<file path="src/hdl/sml_pkg.sv">
// Shared types and constants for the segment motion limit block.
// Used by sml_front, sml_queue, sml_back and segment_motion_limits; no dependencies.
`default_nettype none
package sml_pkg;

    localparam int LIMIT_BITS = 21;
    localparam int DELTA_BITS = 24;
    localparam int AXES       = 3;
    localparam int ROOT_W     = DELTA_BITS + 1;
    localparam int SUM_W      = 2 * ROOT_W;
    localparam int PROD_W     = LIMIT_BITS + ROOT_W;
    localparam int LEN_W      = 24;
    localparam int FEED_W     = 21;
    localparam int REG_W      = 63;
    localparam int AXIS_W     = 2;
    localparam int STEP_W     = $clog2(ROOT_W + LIMIT_BITS + 1);
    localparam int QDEPTH     = 2;

    localparam logic [LIMIT_BITS-1:0] LIMIT_MAX = {LIMIT_BITS{1'b1}};
    localparam logic [LEN_W-1:0]      LEN_MAX   = {LEN_W{1'b1}};

    typedef enum logic [1:0] {
        CFG_PATH_MODE = 2'd0,
        CFG_VEL       = 2'd1,
        CFG_ACC       = 2'd2,
        CFG_JERK      = 2'd3
    } cfg_index_t;

    localparam logic [1:0] PATH_CONTINUOUS = 2'd0;

    typedef struct packed {
        logic [1:0]       path_mode;
        logic [REG_W-1:0] vel;
        logic [REG_W-1:0] acc;
        logic [REG_W-1:0] jerk;
    } cfg_t;

    typedef struct packed {
        logic [AXES-1:0][DELTA_BITS-1:0] mag;
        logic [SUM_W-1:0]                sum;
        logic [FEED_W-1:0]               feed;
        logic                            seek;
        logic                            null_move;
    } move_t;

    typedef struct packed {
        logic [LEN_W-1:0]  move_length;
        logic [FEED_W-1:0] entry_velocity;
        logic [FEED_W-1:0] exit_velocity;
        logic [FEED_W-1:0] max_velocity;
        logic [FEED_W-1:0] max_accel;
        logic [FEED_W-1:0] max_jerk;
        logic              null_move;
    } result_t;

endpackage
`default_nettype wire

</file>
<file path="src/hdl/sml_front.sv">
// Front end: takes input beats, forms axis magnitudes and the squared length.
// Depends on sml_pkg.
`default_nettype none
module sml_front (
    input  wire logic                                 clk,
    input  wire logic                                 rst_n,
    input  wire logic                                 in_valid,
    output logic                                      in_ready,
    input  wire logic signed [sml_pkg::DELTA_BITS-1:0] delta_x,
    input  wire logic signed [sml_pkg::DELTA_BITS-1:0] delta_y,
    input  wire logic signed [sml_pkg::DELTA_BITS-1:0] delta_z,
    input  wire logic [sml_pkg::FEED_W-1:0]           feed_rate,
    input  wire logic                                 seeking,
    output logic                                      wr_valid,
    input  wire logic                                 wr_ready,
    output sml_pkg::move_t                            wr_data
);

    logic                                           st_valid_reg;
    logic [sml_pkg::AXES-1:0][sml_pkg::DELTA_BITS-1:0] mag_reg;
    logic [sml_pkg::FEED_W-1:0]                     feed_reg;
    logic                                           seek_reg;
    logic [sml_pkg::AXES-1:0][sml_pkg::DELTA_BITS-1:0] mag_next;
    logic [sml_pkg::AXES-1:0][sml_pkg::DELTA_BITS-1:0] raw;
    logic [sml_pkg::SUM_W-1:0]                      sum;

    assign in_ready = !st_valid_reg || wr_ready;
    assign raw[0] = delta_x;
    assign raw[1] = delta_y;
    assign raw[2] = delta_z;

    always_comb
    begin
        for (int a = 0; a < sml_pkg::AXES; a++)
        begin
            mag_next[a] = raw[a][sml_pkg::DELTA_BITS-1] ? (~raw[a] + 1'b1) : raw[a];
        end
    end

    always_ff @(posedge clk or negedge rst_n)
    begin
        if (!rst_n)
        begin
            st_valid_reg <= 1'b0;
        end
        else if (in_ready)
        begin
            st_valid_reg <= in_valid;
        end
    end

    always_ff @(posedge clk)
    begin
        if (in_valid && in_ready)
        begin
            mag_reg  <= mag_next;
            feed_reg <= feed_rate;
            seek_reg <= seeking;
        end
    end

    always_comb
    begin
        sum = '0;
        for (int a = 0; a < sml_pkg::AXES; a++)
        begin
            sum = sum + sml_pkg::SUM_W'(mag_reg[a] * mag_reg[a]);
        end
    end

    assign wr_valid          = st_valid_reg;
    assign wr_data.mag       = mag_reg;
    assign wr_data.sum       = sum;
    assign wr_data.feed      = feed_reg;
    assign wr_data.seek      = seek_reg;
    assign wr_data.null_move = (mag_reg == '0);

endmodule
`default_nettype wire

</file>
<file path="config.mk">
export PLATFORM = sky130hd
export DESIGN_NAME = sml_front
export DESIGN_NICKNAME = d
export VERILOG_FILES = /design/src/hdl/sml_pkg.sv /design/src/hdl/sml_front.sv
export SDC_FILE = /design/constraint.sdc
export NUM_CORES = 2
export LEC_CHECK = 0
export ABC_CLOCK_PERIOD_IN_PS = 10650
export CORE_MARGIN = 8
export CORE_UTILIZATION = 55
export CTS_CLUSTER_DIAMETER = 60
export DETAILED_ROUTE_END_ITERATION = 10
export DONT_BUFFER_PORTS = 1
export PLACE_DENSITY_LB_ADDON = 0.15
export SLEW_MARGIN = 20
export SYNTH_ARGS = -nofsm -noshare
export SYNTH_HDL_FRONTEND = slang
export SYNTH_SLANG_ARGS = --single-unit
</file>
<file path="constraint.sdc">
create_clock -name clk -period 10.65 [get_ports clk]
set_input_delay 1.5975 -clock clk [delete_from_list [all_inputs] [get_ports clk]]
set_output_delay 1.5975 -clock clk [all_outputs]
set_load 0.05 [all_outputs]
</file>
# After elaboration in Yosys (flattened, before gate mapping)
# Cells that the tools add are included.
[op_classes] n_mux=3 bitwise=3 mul=3 n_reduce_logical=4 addsub=5
[op_table] operator="24-bit by 24-bit multiplier with 48-bit output" n=3
[op_table] operator="24-bit by 1-bit adder with 24-bit output (second input constant)" n=3
[op_table] operator="72-bit zero test" n=1
[op_table] operator="24-bit inverter" n=3
[op_table] operator="23-bit two-way mux" n=3
[op_table] operator="49-bit by 48-bit adder with 50-bit output" n=1
[op_table] operator="48-bit by 48-bit adder with 49-bit output" n=1
[op_table] operator="1-bit logical AND" n=1
[op_table] operator="1-bit zero test" n=1
[op_table] operator="1-bit logical OR" n=1
[totals] inputBits=98 output_inout_bits=147 ff_bits=95 elab_cells=27

# Longest topological paths before layout
[depth] depth_word=3 depth_mapped=32 ltp_nobuf=30

# Least setup slack after synthesis
# Ideal clock, no wire load.
[synth_path] kind="register to output" start="reg mag_reg, in the netlist wr_data[127]" end="out wr_data[68] (netlist name)" setup_slack_ps=-228 arrival_time_ps=9281 path_stages_with_launch=31 path_buffers=3 path_cell_list="edfxtp_1 > clkbuf_1 > clkbuf_1 > nand2_1 > fa_1 > inv_1 > fa_1 > fa_1 > inv_1 > fa_1 > inv_1 > fa_1 > inv_1 > fa_1 > inv_1 > fa_1 > fa_1 > fa_1 > inv_1 > fa_1 > inv_1 > ha_1 > buf_2 > a21o_1 > a221o_1 > a41o_1 > nand4bb_1 > nand2_1 > o21ai_2 > and4_1 > nor3_1"
[synth_lines] element="start: declaration" line="sml_front.sv:20" rtl="logic [sml_pkg::AXES-1:0][sml_pkg::DELTA_BITS-1:0] mag_reg;"
[synth_lines] element="start signal: assignment" line="sml_front.sv:56" rtl="mag_reg <= mag_next;"
[synth_lines] element="end: declaration" line="sml_front.sv:16" rtl="output sml_pkg::move_t wr_data"

==> impl_metrics.yaml <==
status:
  outcome: "complete, but fails checks"
  failed_checks: "negative setup slack"
setup_path:
  cpMostUsedCell: "fa_1"
  timing_worst_setup_path_type: "reg2out"
  path_delay_family: "adder cells"
  rr_worst_depth: 3
  cp_launch_type: "flip-flop"
  critical_path_buf_inv_count: 10
  critical_path.endpoint_type: "primary output"
  crit-reg2reg-launch: "wr_valid"
  path_depth: 29
  slowest_delay_ns: 0.57
  worst_ep_arrival_time_ns: 9.11
  timing.critical_path.required_ns: 9.05
  critical_path.max_fanout: 7
  worst_setup_slack_for_register_to_register_paths_ns: 7.62
  worst_flop_to_flop_path_endpoint: "wr_data[77]"
  crit_path_top_delay_cell: "fa_1"
global_route:
  first_global_vias: 42160
  gr-usage-all-layers_pct: 28.52
  global_route.overflow_total: 0
  grt_first_pass_wirelength_mm: 231.7
  antenna_violations_before_repair: 3
  largest_net_degree_at_the_start_of_global_routing: 52
synthesis:
  synth-async-reset-ratio_pct: 1.053
  yosys_cell_types: 67
  syn-cell-area_sq_mm: 0.05393
  synth_sequential_area_ratio_pct: 5.281
  syn_inst: 5550
  yosys_most_used_dff: "edfxtp_1"
  synthesis.area_per_instance_sq_um: 9.716
  synthesis.yosys.warnings: 0
  synth_nets: 7592
  synth-edff-count: 94
  ys_seq_elements: 95
sta:
  tightestPinTransition_ns: 1.135
  final.min_clock_period_ns: 10.71
  worst_slack_ns: -0.05900
  timing.final.hold_violations: 0
  relSlewSlack_pct: 24.11
  final_min_period_over_clock_period_pct: 100.6
  hold_ws_ns: 0.8874
  unrepaired_setup_endpoints_after_global_routing: "yes"
  setup_violation_total_in_the_final_timing_report: 1
  final.setup_skew_ns: 0.01990
  maxClockFrequency_ghz: 0.09338
  finalMaxSlewViolations: 0
drt:
  drt-pass1-iter-count: 6
  antenna_violation_net_count_after_detailed_routing: 0
  num_vias: 36970
  finalWirelength_mm: 149.7
  wl_per_cell_um: 21.19
  drt_drc_violations_left: 0
  vias_per_cell: 5.233
  detailedRoute.firstIterationViolations: 1862
die:
  io-pin-count: 245
  fp.coreArea_sq_mm: 0.09784
  initial_utilization_pct: 55.11
  fp.dieW_um: 329.1
  rows: 115
  dieHeight_um: 329.1
  design.die.area_sq_mm: 0.1083
finish:
  syn2layout_area_growth_pct: 10.27
  multi_input_gate_area_in_the_final_layout_sq_mm: 0.04385
  n_antenna_cell: 0
  num-nets-final: 7816
  nFillCells: 8591
  final_cell_area_sq_mm: 0.05946
  final_layout_size_suffix_gt1_share_pct: 9.656
  instances_no_fill: 7066
  largest_register_ffs: 72
  register_area_sq_mm: 0.002848
cts:
  cts-root-to-sink-buffers: 2
  cts-buffers-inserted: 9
  cts_sinks: 95
  cts.reportedPaths.clkPinSlew_ns: 0.10
  cts_root_buf: "clkbuf_16"
  h_tree_levels: 3
  cts_tree: "yes"
  clkLatencyLatePin_ns: 0.41
  cts-hold-fix-buffers: 0
placed_design:
  number_of_buffers_added_on_ports: 0
  globalplace.congestion: 0.9573
  placement.setup.worst_slack_ns: 0.01963
  post_dp_cell_area_sq_mm: 0.05747
  detailedPlacementHpwl_mm: 129.5
  place_inst: 6956
run:
  drv.max_cap_violation_count: 0
hold_path:
  holdCritPathClass: "in2async"
cells in the mapped netlist, types with 11 or more instances:
library cell  count  area share, %
a21o_1           23           0.32
a21oi_1          58           0.54
and2_1          363            4.2
clkbuf_1        158            1.1
edfxtp_1         94            5.2
fa_1           1458             54
ha_1            486             11
inv_1          1912             13
nand2_1         477            3.3
nand2b_1         17           0.20
nand3_1          21           0.19
nand4_1          11           0.13
nor2_1           90           0.63
nor2b_1          21           0.24
nor4_1           22           0.26
o21ai_0          49           0.45
o21bai_1         12           0.17
o31ai_1          16           0.22
o41ai_1          11           0.18
xnor2_1         105            1.7
xor2_1           28           0.45
repair_timing:
item,in CTS,in global routing
setup buffers,51,36
gates cloned,4,5
gates resized for setup,87,131
pin swaps,32,72
hold endpoints to repair,0,0
setup endpoints to repair,17,25
routing by layer:
layer	wire, um	global-route usage, %	share of wire (%)
met1	48170	29.81	32
met2	80510	52.51	54
met3	7432	3.420	5.0
met4	13600	21.03	9.1
met5	13	0	0.0087
worst reg2reg max path: cells and delay by family, from the launching register on:
family        cells  cell delay, ns
simple gates      2            1.17
flops             1            0.58
buf+inv           1            0.83
how the worst max path moves through the flow:
| stage | startpoint | end | slack, ns |
|---|---|---|---|
| after floorplan | wr_data[94] | wr_data[69] | 0.14 |
| after global placement | wr_data[123] | wr_data[69] | 0.09 |
| after detailed placement | wr_data[81] | wr_data[69] | 0.02 |
| after CTS | wr_data[135] | wr_data[69] | -0.05 |
| after global routing | wr_data[135] | wr_data[69] | -0.30 |
| final | wr_data[135] | wr_data[59] | -0.06 |
final cells by class:
class	instances	share of cell area [%]
Clock inverter	7	0.1220
Timing Repair Buffer	379	6.144
Multi-Input combinational cell	3376	73.74
Inverter	1913	12.12
Tap cell	1287	2.708
Sequential cell	95	4.789
Clock buffer	9	0.3787
logic make-up (layout without fill, tap and decap cells):
kind of cell,count (synthesis),after routing,synth area share [%]
and+or+nand+nor,1078,1078,9.933
DFF,95,95,5.281
adders and majority gates,1944,1944,65.40
buffers and inverters,2079,2308,14.49
xor gates and xnor gates,133,133,2.160
AOI/OAI and AO/OA,217,217,2.654
muxes,4,4,0.07657
per-stage QoR:
stage	TNS (ns)	util (%)
after floorplan	0	-
after global placement	0	58.73
after detailed placement	0	58.73
after CTS	-0.08779	59.92
after global routing	-1.445	60.77
final	-0.05900	60.77
placed cells by master, fill, tap and decap left out, types with 21 or more instances in the layout:
cell and n:
inv_1 1891, fa_1 1426, nor4_1 21, buf_6 32, and2_1 352, buf_4 294, edfxtp_1 94, fa_2 32
a21oi_1 45, xnor2_1 103, ha_1 469, o21ai_0 42, xor2_1 28, nor2_1 74, nor2b_1 21, a21o_1 23
buf_12 37, nand2_1 467
Power is left out: the tool's default activity adds up to more than one toggle a clock period on the data nets, which glitch-free logic cannot reach.
