`src/hdl/sml_pkg.sv`:
```
// Shared types and constants for the segment motion limit block.
// Used by sml_front, sml_queue, sml_back and segment_motion_limits; no dependencies.
`default_nettype none
package sml_pkg;

    localparam int LIMIT_BITS = 21;
    localparam int DELTA_BITS = 24;
    localparam int AXES       = 3;
    localparam int ROOT_W     = DELTA_BITS + 1;
    localparam int SUM_W      = 2 * ROOT_W;
    localparam int PROD_W     = LIMIT_BITS + ROOT_W;
    localparam int LEN_W      = 24;
    localparam int FEED_W     = 21;
    localparam int REG_W      = 63;
    localparam int AXIS_W     = 2;
    localparam int STEP_W     = $clog2(ROOT_W + LIMIT_BITS + 1);
    localparam int QDEPTH     = 2;

    localparam logic [LIMIT_BITS-1:0] LIMIT_MAX = {LIMIT_BITS{1'b1}};
    localparam logic [LEN_W-1:0]      LEN_MAX   = {LEN_W{1'b1}};

    typedef enum logic [1:0] {
        CFG_PATH_MODE = 2'd0,
        CFG_VEL       = 2'd1,
        CFG_ACC       = 2'd2,
        CFG_JERK      = 2'd3
    } cfg_index_t;

    localparam logic [1:0] PATH_CONTINUOUS = 2'd0;

    typedef struct packed {
        logic [1:0]       path_mode;
        logic [REG_W-1:0] vel;
        logic [REG_W-1:0] acc;
        logic [REG_W-1:0] jerk;
    } cfg_t;

    typedef struct packed {
        logic [AXES-1:0][DELTA_BITS-1:0] mag;
        logic [SUM_W-1:0]                sum;
        logic [FEED_W-1:0]               feed;
        logic                            seek;
        logic                            null_move;
    } move_t;

    typedef struct packed {
        logic [LEN_W-1:0]  move_length;
        logic [FEED_W-1:0] entry_velocity;
        logic [FEED_W-1:0] exit_velocity;
        logic [FEED_W-1:0] max_velocity;
        logic [FEED_W-1:0] max_accel;
        logic [FEED_W-1:0] max_jerk;
        logic              null_move;
    } result_t;

endpackage
`default_nettype wire

```
`src/hdl/sml_queue.sv`:
```
// Two-entry queue of classified moves between front and back end.
// Depends on sml_pkg.
`default_nettype none
module sml_queue (
    input  wire logic           clk,
    input  wire logic           rst_n,
    input  wire logic           wr_valid,
    output logic                wr_ready,
    input  wire sml_pkg::move_t wr_data,
    output logic                rd_valid,
    input  wire logic           rd_ready,
    output sml_pkg::move_t      rd_data
);

    sml_pkg::move_t mem [sml_pkg::QDEPTH];
    logic           wp_reg;
    logic           rp_reg;
    logic [1:0]     cnt_reg;
    logic           push;
    logic           pop;

    assign wr_ready = (cnt_reg != 2'(sml_pkg::QDEPTH));
    assign rd_valid = (cnt_reg != 2'd0);
    assign push     = wr_valid && wr_ready;
    assign pop      = rd_valid && rd_ready;
    assign rd_data  = mem[rp_reg];

    always_ff @(posedge clk)
    begin
        if (push)
        begin
            mem[wp_reg] <= wr_data;
        end
    end

    always_ff @(posedge clk or negedge rst_n)
    begin
        if (!rst_n)
        begin
            wp_reg  <= 1'b0;
            rp_reg  <= 1'b0;
            cnt_reg <= 2'd0;
        end
        else
        begin
            if (push)
            begin
                wp_reg <= ~wp_reg;
            end
            if (pop)
            begin
                rp_reg <= ~rp_reg;
            end
            cnt_reg <= cnt_reg + 2'(push) - 2'(pop);
        end
    end

    a_cnt_bound: assert property (@(posedge clk) disable iff (!rst_n)
        cnt_reg <= 2'(sml_pkg::QDEPTH))
        else $error("queue count beyond depth");
    a_ptr_track: assert property (@(posedge clk) disable iff (!rst_n)
        (cnt_reg == 2'd0 || cnt_reg == 2'(sml_pkg::QDEPTH)) |-> (wp_reg == rp_reg))
        else $error("queue pointers disagree with count");
    a_cnt_step: assert property (@(posedge clk) disable iff (!rst_n)
        (push && !pop) |=> (cnt_reg == $past(cnt_reg) + 2'd1))
        else $error("queue count missed a push");

endmodule
`default_nettype wire

```
`config.mk`:
```
export PLATFORM = sky130hd
export DESIGN_NAME = sml_queue
export DESIGN_NICKNAME = d
export VERILOG_FILES = /design/src/hdl/sml_pkg.sv /design/src/hdl/sml_queue.sv
export SDC_FILE = /design/constraint.sdc
export NUM_CORES = 1
export LEC_CHECK = 0
export ABC_AREA = 1
export BUFFER_PORTS_ARGS = -buffer_cell sky130_fd_sc_hd__buf_4
export CAP_MARGIN = 20
export CORE_MARGIN = 1
export CORE_UTILIZATION = 35
export CTS_BUF_LIST = sky130_fd_sc_hd__clkbuf_4 sky130_fd_sc_hd__clkbuf_8
export CTS_CLUSTER_SIZE = 8
export DETAILED_ROUTE_END_ITERATION = 10
export HOLD_SLACK_MARGIN = 0.1
export PLACE_DENSITY = 0.54
export SLEW_MARGIN = 20
export SYNTH_ARGS = -nofsm -noshare
export SYNTH_HDL_FRONTEND = slang
export SYNTH_SLANG_ARGS = --single-unit
export TNS_END_PERCENT = 20
```
`constraint.sdc`:
```
create_clock -name clk -period 9 [get_ports clk]
set_input_delay 1.35 -clock clk [delete_from_list [all_inputs] [get_ports clk]]
set_output_delay 1.35 -clock clk [all_outputs]
set_load 0.005 [all_outputs]
```
# --- Word-level counts from Yosys, hierarchy flattened ---
# Memory sizes are Yosys's and may differ from the RTL's.
# Cells that the tools add are included.
# Widths: inputs -> output; s select.
word_totals:
  ff_bits: 4
  ramBits: 290
  input_bits: 149
  output_inout_bits: 147
  mem_count: 1
op_classes:
  addsub: 2
  eq_ne: 1
  n_mux: 2
  bitwise: 2
  n_reduce_logical: 3
memory_table:
  columns: ["memory", "words", "word_bits", "rd", "rd_ports_with_merged_regs", "write_ports", "line_no", "rtl"]
  rows:
  - ["mem", 2, 145, 1, 0, 1, "sml_queue.sv:15", "sml_pkg::move_t mem [sml_pkg::QDEPTH];"]
ops:
  columns: ["operator", "n"]
  rows:
  - ["$add 2x1->2", 1]
  - ["$logic_and 1x1->1", 2]
  - ["$mux 1", 2]
  - ["$ne 2x2->1 const B", 1]
  - ["$not 1->1", 2]
  - ["$reduce_bool 2->1", 1]
  - ["$sub 2x1->2", 1]

# --- Longest topological paths before layout ---
# Gate-level depths: netlist of the first run.
logic_depth:
  depth_word: 4
  depth_mapped: 10

# --- Worst setup path before layout of the first run ---
# OpenSTA, ideal clock, no wires.
synth_path:
  path_kind: "in2reg"
  start: "input port wr_valid"
  end: "memory mem[1][0] (netlist name) (enable)"
  setup_time_ps: 651
  arrival_time_ps: 7455
  required_ps: 8349
  path_slack_ps: 894
  stages: 2
  path_buffers: 0
  path_cell_list: "nand2_1 > nor2_1"
synth_via:
  elab_chain_len: 3
synth_lines:
  columns: ["item", "line_no", "rtl"]
  rows:
  - ["start: declaration", "sml_queue.sv:7", "input wire logic wr_valid,"]
  - ["$logic_and 1x1->1", "sml_queue.sv:24", "assign push = wr_valid && wr_ready;"]
  - ["$mux 1", "sml_queue.sv:30", "if (push)"]
  - ["$mux 1 (implied by the code)", "sml_queue.sv:32", "mem[wp_reg] <= wr_data;"]
  - ["end: declaration", "sml_queue.sv:15", null]
# Every way passes these cells.

==> metrics.yaml, run 1 <==
yosysWarnings: 0
grt_max_degree: 81
fin_hold_ws_ps: 482.1
power_frac_comb: 0.312
grt_antenna_before_repair: 0
antenna_left: 0
syn-num-nets: 940
postCtsSetupBuffers: 0
status: "finished, final reports clean"
rsz0062_at_grt: "false"
grtUsageTotal: 0.1474
start_util: 0.3562
drc: 0
synthCells: 789
clock_tree.root_cell: "clkbuf_8"
area_delta_synth_final_pct: 30.51
num-fill-cells: 2814
grt-ovfl-total: 0
start_kind: "register"
cts_tree: "yes"
die_x_um: 178.7
post-route-period-util: 0.5114
cts_hold_buf: 0
clkTransAtPathRegs_ps: 60
seqPwrFrac: 0.442
max-vdd-ir-drop_mv: 0.1843
setup_viol: 0
fin_setup_tns_ps: 0
yosysSeqAreaShare: 0.8063
cp_max_fo: 80
grt_pass1_wl_mm: 35.71
synthesis.area_um2: 10920
synth_seq_cells: 294
core_area_um2: 30670
cts_made_buffers: 49
numPortBuffers: 295
clkSinkCount: 294
p_int_uw: 3091
vias: 6668
avgViaCountPerCell: 4.333
largest_register_ffs: 290
p_sw_uw: 1399
fmax_ghz: 0.2173
yosysTopAreaCellShare: 0.7972
dp_hpwl_mm: 15.03
pwr-share-clk: 0.246
syn_area_per_cell_um2: 13.85
grt_pass1_vias: 6584
htree_levels: 2
cts_resized: 0
yosysUniqueCellTypes: 10
worst_pin_slew_ps: 1064
drt_pass1_iterations: 4
mostFrequentLayoutCells: "nand2_1, buf_4, edfxtp_1"
power_density_nw_per_um2: 314.9
max_slew_margin: 0.2904
wirelength_mm: 24.04
clock_skew_ps: 22.00
io_pins: 296
layout.nets: 1259
worst_ep_required_time_ps: 7650
fin_crit_ps: 4602
die_h_um: 178.7
leakage_uw: 0.006063
cp-end-kind: "primary output"
drtIter0Drc: 398
final_common_cell: "nand2_1"
gp_congestion: 0.6998
synth_area_leaders: "edfxtp_1, nand2_1, buf_6"
num_antenna_cells: 0
clock_latency_ps: 550
rows: 64
arrival_ps: 3250
hold_class: "register to register"
critical_path_class: "register to primary output"
drive_gt1_frac: 0.3281
drt-wirelength-per-cell_um: 15.62
maxCapViolCount: 0
p_sw_frac: 0.3115
final-hold-violation-count: 0
yosysTopAreaCell: "edfxtp_1"
clk_path_buf_depth: 3
dieArea_um2: 31920
power_uw: 4490
final_max_slew_viol_count: 0
[per-layer routing]
layer  GRT usage  up-vias  share of wire
met5           0        -              0
met1      0.1866     3072           0.42
met2      0.2300      247           0.45
met3     0.05958       43           0.10
met4     0.04696        0          0.019
li1            -     3306              -
[power groups by stage]
| stage | sequential [uW] | combinational (uW) | clock [uW] |
|---|---|---|---|
| 4_1_cts | 1990 | 1450 | 1140 |
| 3_5_place_dp | 2020 | 1450 | 0 |
| 3_3_place_gp | 2010 | 1430 | 0 |
| 5_1_grt | 2020 | 1580 | 1200 |
| 2_1_floorplan | 2010 | 783 | 0 |
| 6_report | 1980 | 1400 | 1100 |
[final cells by class]
| cell class | count | area, um2 | share of cell area |
|---|---|---|---|
| clock buffer | 66 | 814.5 | 0.05713 |
| tap | 396 | 495.5 | 0.03475 |
| sequential | 294 | 8812 | 0.6181 |
| timing repair buffer | 300 | 2252 | 0.1580 |
| multi-input combinational | 454 | 1733 | 0.1215 |
| clock inverter | 20 | 108.9 | 0.007635 |
| inverter | 9 | 41.29 | 0.002896 |
[stage by stage]
| stage | cell area, um2 | setup WS (ps) | instances | util |
|---|---|---|---|---|
| 2_1_floorplan | 10920 | 894.3 | 789 | - |
| 3_3_place_gp | 13330 | 4895 | 1453 | 0.4348 |
| 3_5_place_dp | 13330 | 4840 | 1453 | 0.4348 |
| 4_1_cts | 14260 | 4236 | 1539 | 0.4649 |
| 5_1_grt | 14260 | 4096 | 1539 | 0.4649 |
| 6_report | 14260 | 4398 | 1539 | 0.4649 |
[path summary, 6_finish.rpt]
kind                            start  slack [ps]          end  cells after the start
max in group asynchronous       rst_n        8280       rp_reg                      1
min reg2reg                    wp_reg         480       wp_reg                      2
min in group asynchronous       rst_n         580   cnt_reg[1]                      1
max                            rp_reg        4400  rd_data[66]                      5
min                            wp_reg         480       wp_reg                      2
max reg2reg                cnt_reg[1]        6080  mem[1][112]                      5
[cells by family after synthesis]
logic type               count (synthesis)  share of synthesized area
AND/OR/NAND/NOR                        452                     0.1557
flip-flops                             294                     0.8063
buffers and inverters                   41                    0.03573
adder cells (fa/ha/maj)                  2                   0.002290
[Yosys cell counts, drive strengths merged]
cell type  number
dfrtp           4
nand3           3
edfxtp        290
nand2         448
ha              2
inv             9
buf            32
nor2            1
[worst max-delay path, cell delays in order (launching register included)]
cell and delay, ps:
dfrtp_4 780, inv_4 670, buf_4 770, nand2_1 110
nand2_1 140, buf_4 120
Power figures use the tool's default switching activity.
==> inputs of run 2 (changes only) <==
--- a/config.mk
+++ b/config.mk
@@ -5,7 +5,7 @@
 export SDC_FILE = /design/constraint.sdc
 export NUM_CORES = 1
 export LEC_CHECK = 0
-export ABC_AREA = 1
+export ABC_AREA = 0
 export BUFFER_PORTS_ARGS = -buffer_cell sky130_fd_sc_hd__buf_4
 export CAP_MARGIN = 20
 export CORE_MARGIN = 1
@@ -14,7 +14,7 @@
 export CTS_CLUSTER_SIZE = 8
 export DETAILED_ROUTE_END_ITERATION = 10
 export HOLD_SLACK_MARGIN = 0.1
-export PLACE_DENSITY = 0.54
+export PLACE_DENSITY = 0.56
 export SLEW_MARGIN = 20
 export SYNTH_ARGS = -nofsm -noshare
 export SYNTH_HDL_FRONTEND = slang
==> constraint.sdc (replaced) <==
create_clock -name clk -period 3.81 [get_ports clk]
set_input_delay 0.5715 -clock clk [delete_from_list [all_inputs] [get_ports clk]]
set_output_delay 0.5715 -clock clk [all_outputs]
set_load 0.005 [all_outputs]
==> run 2 against run 1 <==
  * Combinational power up 120%
  * Core utilization up 1.1 points
  * Count of clock-buffer cells in the layout up 1
  * Global-route usage down 0.99 points
  * Die area down 1.6%
  * Via count down 17%
  * Clock power up 130%
  * Hold slack worse by 280 ps
  * Critical path depth down 2
  * Cell area about the same
  * Cell count down 20%
  * Highest routed layer unchanged
==> metrics.yaml, run 2 <==
layout.nets: 955
synth_area_leaders: "edfxtp_1, mux2_2, clkbuf_8"
grtUsageTotal: 0.1375
grt_use_met2: 0.2376
antenna_left: 0
p_int_uw: 7539
final_common_cell: "buf_4"
hold_start: "wr_data[9]"
die_h_um: 177.2
num_antenna_cells: 0
final_util: 0.4760
num-fill-cells: 2575
postCtsSetupBuffers: 0
fin_setup_tns_ps: 0
instances_no_fill: 1227
yosysTopAreaCell: "edfxtp_1"
cts_made_buffers: 48
grt_max_degree: 77
use_met1: 0.1536
synth_edf_count: 290
grt_pass1_vias: 6126
area_delta_synth_final_pct: 32.73
timing.rr.end: "mem[0][29]"
yosysUniqueCellTypes: 15
netlist_top_cells_count: "edfxtp_1, mux2_2, clkbuf_8"
endpoint: "rd_data[48]"
mostFrequentLayoutCells: "buf_4, edfxtp_1, mux2_2"
max-vdd-ir-drop_mv: 0.3764
r2r_setup_slack_ps: 1650
rsz0062_at_grt: "false"
grt_pass1_wl_mm: 33.10
fin_crit_ps: 2974
status: "finished, final reports clean"
drc: 0
arrival_ps: 2400
cts_hold_buf: 1
reg2reg_from: "cnt_reg[0]"
cts_tree: "yes"
drive_gt1_frac: 0.6213
avgViaCountPerCell: 4.498
vias: 5519
r2r_cells: 4
syn-num-nets: 619
wirelength_mm: 22.03
cts_resized: 0
cp_max_fo: 53
grt_antenna_before_repair: 0
yosysSeqAreaShare: 0.8199
worst-path-stages: 3
synthArstFlopShare: 0.01361
yosysTopAreaCellShare: 0.8106
post-route-period-util: 0.7806
numPortBuffers: 295
max_slew_margin: 0.4760
worst_ep_required_time_ps: 3240
maxCapViolCount: 0
htree_levels: 2
cp-end-kind: "primary output"
startpoint: "rp_reg"
fin_hold_ws_ps: 197.4
clkTransAtPathRegs_ps: 60
hold_class: "input pin to register"
fin_area_um2: 14260
leakage_uw: 0.005298
critical_path_class: "register to primary output"
final_max_slew_viol_count: 0
cp_cell_sequence: "buf_12 > mux2_2 > buf_4"
critPathTopFamily: "flip-flops"
met3_usage: 0.05219
ys.flop_type: "edfxtp_1"
drt_pass1_iterations: 4
die_x_um: 177.2
synthesis.area_um2: 10740
setup_viol: 0
seqPwrFrac: 0.454
p_sw_frac: 0.2690
post_dp_cell_area_um2: 13360
pwr-share-clk: 0.245
p_sw_uw: 2774
clkSinkCount: 294
largest_register_ffs: 290
synth_seq_cells: 294
dieArea_um2: 31400
start_util: 0.3586
power_density_nw_per_um2: 723.3
clock_tree.root_cell: "clkbuf_8"
io_pins: 296
start_kind: "register"
clock_latency_ps: 560
critPathBufInv: 2
syn_area_per_cell_um2: 22.95
slowest_stage: "dfrtp_4"
synthCells: 468
synth_most_common_cell: "edfxtp_1"
drt-wirelength-per-cell_um: 17.96
cpPeakStageDelay_ps: 920
worst_pin_slew_ps: 784.2
power_frac_comb: 0.301
grt-ovfl-total: 0
fmax_ghz: 0.3362
gp_congestion: 0.7321
core_area_um2: 29950
clk_path_buf_depth: 3
drtIter0Drc: 249
clock_skew_ps: 21.37
final-hold-violation-count: 0
dp_hpwl_mm: 14.44
rows: 63
placedCellCount: 1143
grt-busiest-layer: "met2"
yosysWarnings: 0
==> run 2: changes by cell type after synthesis, moves of 3 or more <==
cell and delta:
buf_6 -25, nand2_1 -447, xnor2_1 +3, mux2_2 +145, nand3_1 -3, inv_1 -7
clkbuf_8 +10
==> run 2: final cells by class <==
class / count / area (um2) / share of cell area
Sequential cell: 294 / 8812 / 0.6180
Multi-Input combinational cell: 157 / 1738 / 0.1219
Clock buffer: 67 / 815.8 / 0.05721
Inverter: 1 / 3.754 / 0.0002632
Tap cell: 390 / 488.0 / 0.03422
Clock inverter: 16 / 68.82 / 0.004826
Timing Repair Buffer: 302 / 2332 / 0.1636
==> run 2: worst reg2reg max path: cells and delay by family (launching register included) <==
kind,cells,cell delay [ps]
buf+inv,1,420
flops,1,370
simple gates,3,940
==> run 2: worst min-delay path by stage <==
| stage | cells after the start | endpoint | slack, ps |
|---|---|---|---|
| 2_1_floorplan | 0 | cnt_reg[0] | 280 |
| 3_3_place_gp | 1 | cnt_reg[0] | 370 |
| 3_5_place_dp | 1 | cnt_reg[1] | 370 |
| 4_1_cts | 1 | mem[0][9] | 150 |
| 5_1_grt | 1 | mem[0][14] | 150 |
| 6_report | 1 | mem[1][9] | 200 |
==> run 2: metrics by stage <==
stage / power (uW) / worst slack [ps]
after floorplan: 6418 / -647.6
after global placement: 7833 / 1393
after detailed placement: 7920 / 1363
after CTS: 10510 / 763.8
after global routing: 10890 / 677.3
final: 10310 / 835.9
==> run 2: kinds of logic after synthesis <==
group / synth area share
xor gates and xnor gates: 0.003262
muxes: 0.1520
adders and majority gates: 0.002329
buffers and inverters: 0.01945
and+or+nand+nor: 0.003029
DFF: 0.8199
==> run 2: power by group through the flow <==
stage	sequential (uW)	combinational, uW	clock (uW)
floorplan	4670	1750	0
global placement	4720	3110	0
detailed placement	4770	3150	0
CTS	4700	3170	2630
global route	4760	3340	2790
finish	4690	3100	2530
==> run 2: metal layers <==
layer / vias to the layer above / wire length [um]
met3: 42 / 2190
li1: 2539 / -
met2: 215 / 11220
met5: - / 0
met1: 2723 / 8125
met4: 0 / 496
